`src/design/bmc_pkg.sv`:
```
// Shared types, constants and bracket decode functions for the bracket match checker.
// Used by bmc_cell and bracket_match_checker_top; depends on nothing else.
`default_nettype none

package bmc_pkg;

  // Default number of stack entries.
  localparam int unsigned STACK_DEPTH_DEF = 64;

  localparam int unsigned CHAR_W   = 8;
  localparam int unsigned CODE_W   = 2;
  localparam int unsigned REASON_W = 3;

  typedef logic [CODE_W-1:0] code_t;

  localparam code_t CODE_ROUND  = 2'd0;
  localparam code_t CODE_CURLY  = 2'd1;
  localparam code_t CODE_SQUARE = 2'd2;

  localparam logic [CHAR_W-1:0] CHAR_OPEN_ROUND   = 8'h28;
  localparam logic [CHAR_W-1:0] CHAR_CLOSE_ROUND  = 8'h29;
  localparam logic [CHAR_W-1:0] CHAR_OPEN_CURLY   = 8'h7b;
  localparam logic [CHAR_W-1:0] CHAR_CLOSE_CURLY  = 8'h7d;
  localparam logic [CHAR_W-1:0] CHAR_OPEN_SQUARE  = 8'h5b;
  localparam logic [CHAR_W-1:0] CHAR_CLOSE_SQUARE = 8'h5d;

  typedef enum logic [REASON_W-1:0] {
    REASON_OK       = 3'd0,
    REASON_MISMATCH = 3'd1,
    REASON_EMPTY    = 3'd2,
    REASON_UNCLOSED = 3'd3,
    REASON_OVERFLOW = 3'd4
  } reason_e;

  // Decoded bracket: hit is set when the byte is a bracket of the asked kind.
  typedef struct packed {
    logic  hit;
    code_t code;
  } bracket_t;

  // Shift command that every cell of the stack receives.
  typedef struct packed {
    logic push;
    logic pop;
  } shift_t;

  function automatic bracket_t opener_decode(input logic [CHAR_W-1:0] c);
    bracket_t r;
    r.hit  = 1'b1;
    r.code = CODE_ROUND;
    if (c == CHAR_OPEN_ROUND) begin
      r.code = CODE_ROUND;
    end else if (c == CHAR_OPEN_CURLY) begin
      r.code = CODE_CURLY;
    end else if (c == CHAR_OPEN_SQUARE) begin
      r.code = CODE_SQUARE;
    end else begin
      r.hit = 1'b0;
    end
    return r;
  endfunction

  function automatic bracket_t closer_decode(input logic [CHAR_W-1:0] c);
    bracket_t r;
    r.hit  = 1'b1;
    r.code = CODE_ROUND;
    if (c == CHAR_CLOSE_ROUND) begin
      r.code = CODE_ROUND;
    end else if (c == CHAR_CLOSE_CURLY) begin
      r.code = CODE_CURLY;
    end else if (c == CHAR_CLOSE_SQUARE) begin
      r.code = CODE_SQUARE;
    end else begin
      r.hit = 1'b0;
    end
    return r;
  endfunction

endpackage

`default_nettype wire

```
`src/design/bracket_match_checker_top.sv`:
```
// Top level of the bracket match checker: stream ports, fault tracking and the
// row of bmc_cell stack entries. Depends on bmc_pkg and bmc_cell.
//
// Usage: a string arrives on the slave stream one byte per transaction in
// s_axis_tdata, with s_axis_tlast set on its final byte. Round, curly and
// square openers are pushed on a stack of StackDepth entries built as a row
// of cells that shift toward the top on a pop and away from it on a push, so
// the top is always the first cell. A closer is compared against that cell.
// The first fault of a string is kept with its reason; later bytes of the
// string are ignored. Only the transaction carrying tlast produces a result
// on the master stream: tdata bit 0 is the verdict and bits 3:1 the reason.
// A byte is taken every cycle while s_axis_tready is high; the result appears
// in the cycle after the last byte is accepted, from an output register. While
// that register holds a result the receiver has not taken, s_axis_tready follows
// m_axis_tready, so a stalled receiver stalls the input with nothing lost.
// Reset empties the stack count, clears the fault and drops m_axis_tvalid; stack
// entries need no clearing since only entries below the count are ever read.
`default_nettype none

module bracket_match_checker_top #(
  parameter int unsigned StackDepth = bmc_pkg::STACK_DEPTH_DEF
) (
  input  wire logic       clk_i,
  input  wire logic       rst_ni,
  input  wire logic       s_axis_tvalid,
  output logic            s_axis_tready,
  input  wire logic [7:0] s_axis_tdata,  // [7:0] char_in
  input  wire logic       s_axis_tlast,  // last
  output logic            m_axis_tvalid,
  input  wire logic       m_axis_tready,
  output logic [7:0]      m_axis_tdata   // [0] valid_res, [3:1] reason, [7:4] zero
);

  localparam int unsigned CntW = $clog2(StackDepth + 1);
  localparam logic [CntW-1:0] CntFull = CntW'(StackDepth);

  logic [CntW-1:0]   cnt_q, cnt_d;
  logic              failed_q, failed_d;
  bmc_pkg::reason_e  reason_q, reason_d;
  logic              out_valid_q, out_valid_d;
  logic              out_ok_q, out_ok_d;
  bmc_pkg::reason_e  out_reason_q, out_reason_d;

  logic              accept;
  bmc_pkg::bracket_t opener;
  bmc_pkg::bracket_t closer;
  bmc_pkg::shift_t   shift;
  logic              fault_now;
  bmc_pkg::reason_e  fault_why;
  logic [CntW-1:0]   cnt_after;
  bmc_pkg::code_t    entry [StackDepth];

  assign s_axis_tready = !out_valid_q || m_axis_tready;
  assign accept        = s_axis_tvalid && s_axis_tready;
  assign opener        = bmc_pkg::opener_decode(s_axis_tdata);
  assign closer        = bmc_pkg::closer_decode(s_axis_tdata);

  always_comb begin
    shift     = '0;
    fault_now = 1'b0;
    fault_why = bmc_pkg::REASON_OK;
    cnt_after = cnt_q;
    if (accept && !failed_q) begin
      if (opener.hit) begin
        if (cnt_q == CntFull) begin
          fault_now = 1'b1;
          fault_why = bmc_pkg::REASON_OVERFLOW;
        end else begin
          shift.push = 1'b1;
          cnt_after  = cnt_q + CntW'(1);
        end
      end else if (closer.hit) begin
        if (cnt_q == '0) begin
          fault_now = 1'b1;
          fault_why = bmc_pkg::REASON_EMPTY;
        end else if (entry[0] == closer.code) begin
          shift.pop = 1'b1;
          cnt_after = cnt_q - CntW'(1);
        end else begin
          fault_now = 1'b1;
          fault_why = bmc_pkg::REASON_MISMATCH;
        end
      end else begin
        fault_now = 1'b1;
        fault_why = bmc_pkg::REASON_MISMATCH;
      end
    end
  end

  always_comb begin
    cnt_d        = cnt_after;
    failed_d     = failed_q || fault_now;
    reason_d     = failed_q ? reason_q : fault_why;
    out_valid_d  = out_valid_q && !m_axis_tready;
    out_ok_d     = out_ok_q;
    out_reason_d = out_reason_q;
    if (accept && s_axis_tlast) begin
      out_valid_d = 1'b1;
      if (failed_q || fault_now) begin
        out_ok_d     = 1'b0;
        out_reason_d = failed_q ? reason_q : fault_why;
      end else if (cnt_after != '0) begin
        out_ok_d     = 1'b0;
        out_reason_d = bmc_pkg::REASON_UNCLOSED;
      end else begin
        out_ok_d     = 1'b1;
        out_reason_d = bmc_pkg::REASON_OK;
      end
      cnt_d    = '0;
      failed_d = 1'b0;
      reason_d = bmc_pkg::REASON_OK;
    end
  end

  always_ff @(posedge clk_i or negedge rst_ni) begin
    if (!rst_ni) begin
      cnt_q       <= '0;
      failed_q    <= 1'b0;
      reason_q    <= bmc_pkg::REASON_OK;
      out_valid_q <= 1'b0;
    end else begin
      cnt_q       <= cnt_d;
      failed_q    <= failed_d;
      reason_q    <= reason_d;
      out_valid_q <= out_valid_d;
    end
  end

  always_ff @(posedge clk_i) begin
    out_ok_q     <= out_ok_d;
    out_reason_q <= out_reason_d;
  end

  for (genvar i = 0; i < StackDepth; i++) begin : g_cell
    bmc_pkg::code_t above;
    bmc_pkg::code_t below;
    if (i == 0) begin : g_first
      assign above = opener.code;
    end else begin : g_inner_above
      assign above = entry[i-1];
    end
    if (i == StackDepth - 1) begin : g_last
      assign below = entry[i];
    end else begin : g_inner_below
      assign below = entry[i+1];
    end
    bmc_cell u_cell (
      .clk_i   (clk_i),
      .ctrl_i  (shift),
      .above_i (above),
      .below_i (below),
      .entry_o (entry[i])
    );
  end

  assign m_axis_tvalid = out_valid_q;
  assign m_axis_tdata  = {4'b0000, out_reason_q, out_ok_q};

  a_cnt_bound : assert property (@(posedge clk_i) disable iff (!rst_ni)
    cnt_q <= CntFull)
    else $error("stack count exceeds the stack depth");

  a_last_gives_result : assert property (@(posedge clk_i) disable iff (!rst_ni)
    accept && s_axis_tlast |=> m_axis_tvalid && cnt_q == '0 && !failed_q)
    else $error("last byte did not produce a result and clear the string state");

  a_fault_sticky : assert property (@(posedge clk_i) disable iff (!rst_ni)
    failed_q && !(accept && s_axis_tlast) |=> failed_q && reason_q == $past(reason_q)
      && cnt_q == $past(cnt_q))
    else $error("latched fault changed before the end of the string");

  a_fail_has_reason : assert property (@(posedge clk_i) disable iff (!rst_ni)
    failed_q |-> reason_q != bmc_pkg::REASON_OK)
    else $error("fault latched without a reason");

endmodule

`default_nettype wire

```
`src/design/bmc_cell.sv`:
```
// One entry of the shifting bracket stack: holds an opener code and takes its
// neighbor's entry on a push or a pop. Depends on bmc_pkg.
`default_nettype none

module bmc_cell (
  input  wire logic           clk_i,
  input  wire bmc_pkg::shift_t ctrl_i,
  input  wire bmc_pkg::code_t  above_i,
  input  wire bmc_pkg::code_t  below_i,
  output bmc_pkg::code_t       entry_o
);

  bmc_pkg::code_t entry_q;
  bmc_pkg::code_t entry_d;

  always_comb begin
    entry_d = entry_q;
    if (ctrl_i.push) begin
      entry_d = above_i;
    end else if (ctrl_i.pop) begin
      entry_d = below_i;
    end
  end

  always_ff @(posedge clk_i) begin
    entry_q <= entry_d;
  end

  assign entry_o = entry_q;

endmodule

`default_nettype wire
```
`config.mk`:
```
export PLATFORM = sky130hd
export DESIGN_NAME = bracket_match_checker_top
export DESIGN_NICKNAME = d
export VERILOG_FILES = /design/src/design/bmc_pkg.sv /design/src/design/bracket_match_checker_top.sv /design/src/design/bmc_cell.sv
export SDC_FILE = /design/constraint.sdc
export NUM_CORES = 1
export LEC_CHECK = 0
export BUFFER_PORTS_ARGS = -buffer_cell sky130_fd_sc_hd__clkbuf_2
export CORE_ASPECT_RATIO = 2
export CORE_MARGIN = 2
export CORE_UTILIZATION = 55
export CTS_CLUSTER_SIZE = 40
export DETAILED_ROUTE_END_ITERATION = 8
export PLACE_DENSITY = 0.82
export SYNTH_ARGS = -nofsm -noshare
export SYNTH_HDL_FRONTEND = slang
export SYNTH_HIERARCHICAL = 1
export SYNTH_SLANG_ARGS = --single-unit
export TNS_END_PERCENT = 30
```
`constraint.sdc`:
```
create_clock -name clk_i -period 10.8 [get_ports clk_i]
set_input_delay 2.16 -clock clk_i [delete_from_list [all_inputs] [get_ports clk_i]]
set_output_delay 2.16 -clock clk_i [all_outputs]
set_load 0.005 [all_outputs]
```
==> results of run 1 <==
-- path summary, 6_finish.rpt --
| path | end | slack, ns | startpoint |
|---|---|---|---|
| worst max-delay path | g_cell[16].u_cell/entry_o[1] | 5.43 | s_axis_tdata[7] |
| worst min-delay path | g_cell[54].u_cell/entry_o[0] | 0.58 | g_cell[55].u_cell/entry_o[0] |
| worst max register to register | g_cell[16].u_cell/entry_o[1] | 6.88 | cnt_q[1] |
| worst min register to register | g_cell[54].u_cell/entry_o[0] | 0.58 | g_cell[55].u_cell/entry_o[0] |
| max in group asynchronous | cnt_q[0] | 8.92 | rst_ni |
| min in group asynchronous | failed_q | 1.63 | rst_ni |
-- flip-flops by register name, summed over array words and instances (netlist names) --
name / count
g_cell.u_cell/entry_o: 128
reason_q: 3
cnt_q: 7
out_ok_q: 1
failed_q: 1
m_axis_tvalid: 1
out_reason_q: 3
-- cells in the final DEF, fill, tap and decap left out, types with 2 or more instances in the layout --
cell                           n
sky130_fd_sc_hd__nand4_1       5
sky130_fd_sc_hd__o2111ai_1     2
sky130_fd_sc_hd__nor2b_1       3
sky130_fd_sc_hd__edfxtp_1    132
sky130_fd_sc_hd__o21a_1        3
sky130_fd_sc_hd__nor2_1       16
sky130_fd_sc_hd__a31oi_1       3
sky130_fd_sc_hd__clkinvlp_4    3
sky130_fd_sc_hd__clkbuf_2     18
sky130_fd_sc_hd__nor4bb_1      2
sky130_fd_sc_hd__clkinv_4      3
sky130_fd_sc_hd__nor3_1        7
sky130_fd_sc_hd__and3_1        6
sky130_fd_sc_hd__mux2_2      128
sky130_fd_sc_hd__nor3_2        2
sky130_fd_sc_hd__nor3b_1       3
sky130_fd_sc_hd__conb_1        4
sky130_fd_sc_hd__a21oi_1       4
sky130_fd_sc_hd__nand2b_1      2
sky130_fd_sc_hd__o21ai_0       4
sky130_fd_sc_hd__buf_4         3
sky130_fd_sc_hd__or2_2        65
sky130_fd_sc_hd__inv_6         5
sky130_fd_sc_hd__and4_1        3
sky130_fd_sc_hd__ha_1          2
sky130_fd_sc_hd__nor3b_2       2
sky130_fd_sc_hd__nand3_1       8
sky130_fd_sc_hd__a22o_1        3
sky130_fd_sc_hd__inv_1        10
sky130_fd_sc_hd__a2111oi_0     2
sky130_fd_sc_hd__o31ai_1       2
sky130_fd_sc_hd__nor2_4        2
sky130_fd_sc_hd__dfrtp_1      12
sky130_fd_sc_hd__inv_8         2
sky130_fd_sc_hd__and2_1        7
sky130_fd_sc_hd__clkbuf_16    17
sky130_fd_sc_hd__nand2_1       9
-- metrics by stage --
| step | cell area [sq um] | instances | worst slack [ns] |
|---|---|---|---|
| floorplan | 7090 | 487 | 0.111 |
| global placement | 7350 | 651 | 5.20 |
| detailed placement | 7350 | 651 | 5.08 |
| CTS | 7930 | 683 | 5.51 |
| global route | 7930 | 683 | 5.21 |
| finish | 7930 | 683 | 5.43 |
-- kinds of logic (layout without fill, tap and decap cells) --
kind of cell / count (synthesis) / in the layout / share of synthesized area (%)
AO/OA/AOI/OAI: 42 / 42 / 4.90
XOR/XNOR: 1 / 1 / 0.124
adder cells (fa/ha/maj): 2 / 2 / 0.354
buffers and inverters: 17 / 63 / 1.18
flip-flops: 144 / 144 / 60.3
multiplexers: 128 / 128 / 20.4
other: 1 / 4 / 0.0530
AND/OR/NAND/NOR: 149 / 149 / 12.8
-- area by class of cell --
class	count	share of cell area [%]
Sequential cell	144	53.8
Multi-Input combinational cell	326	34.7
Clock buffer	17	5.36
Tap cell	150	2.37
Clock inverter	15	1.89
Timing Repair Buffer	21	1.42
Inverter	10	0.473
-- per-layer routing --
| metal | part of all wire [%] | GRT usage (%) |
|---|---|---|
| met5 | 0 | 0 |
| met4 | 4.0 | 10.8 |
| met3 | 2.7 | 4.70 |
| met2 | 58 | 38.8 |
| met1 | 36 | 20.4 |
-- worst max-delay path, stage by stage --
cell	delay, ns
sky130_fd_sc_hd__clkbuf_2	0.11
sky130_fd_sc_hd__or3b_1	0.56
sky130_fd_sc_hd__a31oi_2	0.28
sky130_fd_sc_hd__nand2_2	0.15
sky130_fd_sc_hd__nor2_4	0.11
sky130_fd_sc_hd__buf_4	0.64
sky130_fd_sc_hd__buf_4	0.97
sky130_fd_sc_hd__mux2_2	0.44
-- power groups by stage --
stage | clock [W] | sequential, W | combinational (W)
2_1_floorplan | 0 | 0.000623 | 0.0000326
3_3_place_gp | 0 | 0.000625 | 0.0000456
3_5_place_dp | 0 | 0.000625 | 0.0000468
4_1_cts | 0.000573 | 0.000613 | 0.0000474
5_1_grt | 0.000593 | 0.000614 | 0.0000530
6_report | 0.000559 | 0.000613 | 0.0000483
==> run metrics, run 1 <==
DPL Wire Length slightly above 9000 um; CTS max path bufs 2; Skew-Pair Late Insertion Delay ~0.42 ns; 1st-iter DRT viols 305; Slew headroom 24.0%; post-route minimum period between 5 and 6 ns; Hold Worst Slack ~0.58 ns; DR vias 4,138; Crit path arrival time roughly 5.5 ns; via count of the first global-routing pass 4,411; number of endpoints failing setup at the final stage 0; category of the critical setup timing path input port to flop; combinational fraction of design power 4.0%; Power Density 154 nW/um^2; initial cell density of the core about 56%; drt via density a little over 6; Clk pwr share 45.8%; CP max FO roughly 110; Hold Path Cell Cnt 1; LEAKAGE between 2 and 3 nW; Synth Warn # 6; global router's overall resource usage about a fifth; total detailed-routing wirelength 13,600 um; number of pins exceeding their max-slew limit in the final report 0; Finished Core Util between 60% and 70%; Boundary Pins 23; layout cell share with drive strength beyond 1 49.2%; Post-synth ARST share 8.33%; quantity of gates resized following cts 0; critical path endpoint category flop; post-route fraction of the period consumed by the critical path 49.7%; Std-Cell Core Area 12,600 sq um; remaining design rule violation count 0; dominant cells by area after synthesis sky130_fd_sc_hd__edfxtp_1, sky130_fd_sc_hd__mux2_2, sky130_fd_sc_hd__or2_2; clock tree from TritonCTS done; number of antenna-violating nets in the routed design 0; die span in x 84.2 um; prevailing post-synth register cell sky130_fd_sc_hd__edfxtp_1; library cell occupying the most area in the post-synthesis netlist sky130_fd_sc_hd__edfxtp_1; Internal Power 0.000949 W; count of unique library cells instantiated by Yosys 60; fraction of power spent switching nets 22.3%; Die Outline Area 13,800 sq um; count of antenna diodes in the layout 0; most repeated cell in the gate-level netlist after synthesis sky130_fd_sc_hd__edfxtp_1; area added between synthesis and finish 12.1%; total global routing overflow 0; IO Port Bufs 18; final layout net count 535; EDFF count, synth ~130; area of the multi-input gates 2750 sq um; hold bufs inserted after CTS 0; Max Cap Viol 0; first-pass GRT wire length around 22,000 um; netlist area before placement 7080 sq um; classification of the worst-slack hold path flop to flop; clock transition at the register clock pins on the worst setup and hold paths after CTS 0.06 ns; Total Power Consumption 0.00122 W; storage element area 4260 sq um; floorplan row count 58; root buf cell sky130_fd_sc_hd__clkbuf_16; part of the Yosys area used for sequential elements 60.3%; Fmax 186 MHz; Chip Height 164 um; initial antenna violation count 0; final RePlAce weighted congestion 0.975; sequential share of power 50.2%; clk sink count ~140; average cell area after synthesis ~15 sq um; final-layout fill cell count between 900 and 1,000; cell depth of the worst flop-to-flop path 9; count of buffers added by post-CTS timing repair for setup 0; fraction of synthesized cell area taken by the top area cell type 56.0%; Detailed Routing Iterations Pass 1 4; worst clock skew 0.0148 ns; largest net degree at the start of global routing 113; Startpoint Class input port; actual slew at the worst max-slew pin 1.14 ns; total of flip-flops plus latches after synthesis about 140; number of instances in the synthesized netlist 484; number of clock buffers inserted by TritonCTS 17; required time at the worst-slack endpoint 10.96 ns; leading cell types by count after synthesis sky130_fd_sc_hd__edfxtp_1, sky130_fd_sc_hd__mux2_2, sky130_fd_sc_hd__or2_2; Peak supply drop 126 uV; Hold Fails Final Rpt 0; Clock H-tree levels 4; status complete, no violations; setup_tns 0 ns; Psw 0.000272 W; setup repair after global routing missed its margin no; routed wire length per instance 19.9 um
(Power assumes the default switching activity.)
==> inputs of run 2 (changes only) <==
==> constraint.sdc (replaced) <==
create_clock -name clk_i -period 5.5 [get_ports clk_i]
set_input_delay 1.1 -clock clk_i [delete_from_list [all_inputs] [get_ports clk_i]]
set_output_delay 1.1 -clock clk_i [all_outputs]
set_load 0.005 [all_outputs]
==> run 2 against run 1 <==
Against the previous run:
- register-to-register slack worse by 4.6 ns
- clock skew about the same
- via count shrank 0.36%
- worst setup slack worse by 3.5 ns
- sequential cell count unchanged
- clock power rose by 88%
- clock-buffer cell count is the same
- non-clock buffer count unchanged
- global-route usage down 0.34 points
- sequential power increased by 97%
- critical path type unchanged
- largest power group unchanged
==> run metrics, run 2 (synthesis gave the netlist of run 1 again) <==
status complete, no violations; Startpoint Class input port; Slowest cell on crit path sky130_fd_sc_hd__buf_4; category of the critical setup timing path input port to flop; initial cell density of the core between 50% and 60%; Largest register FFs 128; CP max FO 102; Die Outline Area 13,800 sq um; GRT busiest layer met2; DPL Wire Length about 9400 um; met1 usage 20.3%; Chip Height roughly 160 um; fraction of met2 tracks used by global routing 37.4%; quantity of gates resized following cts 0; global router's overall resource usage approximately a fifth; Power Density 297 nW/um^2; number of antenna-violating nets in the routed design 0; Max Cap Viol 0; total detailed-routing wirelength 13,200 um; peak per-stage delay on the critical path about 0.76 ns; number of clock buffers inserted by TritonCTS 17; final layout net count 535; Clock H-tree levels 4; largest net degree at the start of global routing 103; Slew headroom 31.9%; setup_tns 0 ns; Peak supply drop 215 uV; root buf cell sky130_fd_sc_hd__clkbuf_16; total global routing overflow 0; post-route fraction of the period consumed by the critical path between 60% and 70%; remaining design rule violation count 0; critical path endpoint category flop; IO Port Bufs 18; layout cell share with drive strength beyond 1 49.2%; number of endpoints failing setup at the final stage 0; initial antenna violation count 0; floorplan row count 58; post-route minimum period 3.61 ns; post-layout instance area 7910 sq um; first-pass GRT wire length ~22,000 um; 1st-iter DRT viols 210; LEAKAGE 2.88 nW; post-detailed-placement cell area 7350 sq um; via count of the first global-routing pass 4,480; Skew-Pair Late Insertion Delay 0.42 ns; final RePlAce weighted congestion 0.968; leading cell types in the layout, fill and taps excluded sky130_fd_sc_hd__edfxtp_1, sky130_fd_sc_hd__mux2_2, sky130_fd_sc_hd__or2_2; clock tree from TritonCTS done; critical path cell sequence clkbuf_2 -> or3b_1 -> a31oi_2 -> nand2_2 -> nor2_4 -> buf_4 -> mux2_2; die span in x approximately 84 um; most common library cell in the layout ignoring fill and taps sky130_fd_sc_hd__edfxtp_1; clock transition at the register clock pins on the worst setup and hold paths after CTS around 0.07 ns; count of buffers added by post-CTS timing repair for setup 0; area added between synthesis and finish 11.8%; required time at the worst-slack endpoint 5.66 ns; Crit path arrival time 3.77 ns; global-route track usage on met3 4.70%; routed wire length per instance 19.3 um; count of antenna diodes in the layout 0; CTS max path bufs 2; setup repair after global routing missed its margin no; final-layout fill cell count 907; worst clock skew 0.0145 ns; actual slew at the worst max-slew pin 1.02 ns; hold bufs inserted after CTS 0; classification of the worst-slack hold path input port to asynchronous set/reset pin; Std-Cell Core Area around 13,000 sq um; Fmax 277 MHz; Detailed Routing Iterations Pass 1 7; Hold Fails Final Rpt 0; Boundary Pins 23; DR vias 4,123; number of pins exceeding their max-slew limit in the final report 0; drt via density 6.04; clk sink count 144
==> run 2: cell count changes in the layout (fill, tap and decap cells not counted), sizes merged <==
cell	previous run	this run
inv	17	16
clkinv	4	3
bufinv	1	0
clkinvlp	3	6
==> run 2: per-layer routing <==
layer | wire (um) | part of all wire (%)
met1 | 4800 | 36
met2 | 7440 | 56
met3 | 420 | 3.2
met4 | 535 | 4.1
met5 | 0 | 0
==> run 2: cell type report <==
cell class | count | area, sq um | share of cell area, %
clock buffer | 17 | 425 | 5.38
clock inverter | 15 | 129 | 1.63
inverter | 10 | 37.5 | 0.475
multi-input combinational | 326 | 2750 | 34.8
sequential | 144 | 4260 | 53.9
tap | 150 | 188 | 2.37
timing repair buffer | 21 | 113 | 1.42
==> run 2: final timing paths <==
kind                       depth (start not counted)                      endpoint  slack, ns                    startpoint
max                                                7  g_cell[10].u_cell/entry_o[0]       1.89               s_axis_tdata[7]
min                                                1                 m_axis_tvalid       0.58                        rst_ni
max reg2reg                                       10               out_reason_q[1]       2.27                      cnt_q[0]
min reg2reg                                        1  g_cell[62].u_cell/entry_o[1]       0.58  g_cell[63].u_cell/entry_o[1]
max in group asynchronous                          1                      cnt_q[2]       4.66                        rst_ni
min in group clk_i                                 1  g_cell[62].u_cell/entry_o[1]       0.58  g_cell[63].u_cell/entry_o[1]
==> run 2: power breakdown <==
| group | internal (W) | switching, W | leakage, nW |
|---|---|---|---|
| clock network | 0.000589 | 0.000465 | 0.253 |
| logic | 0.0000358 | 0.0000567 | 1.29 |
| registers | 0.00119 | 0.0000145 | 1.34 |
| total | 0.00182 | 0.000536 | 2.88 |
==> run 2: worst max-delay path, delay by kind of cell <==
kind            cells  cell delay (ns)
simple gates        3             0.93
buf+inv             2             0.87
mux                 1             0.43
compound gates      1             0.35
==> run 2: through the flow <==
step                total power [W]  utilization (%)  setup WS (ns)  std cells  hold slack [ns]
global placement            0.00132             58.6           1.57        651            0.560
finish                      0.00235             63.0           1.89        683            0.575
CTS                         0.00237             63.0           1.96        683            0.563
global route                0.00242             63.0           1.78        683            0.577
floorplan                   0.00129                -          0.394        487            0.541
detailed placement          0.00132             58.6           1.52        651            0.563
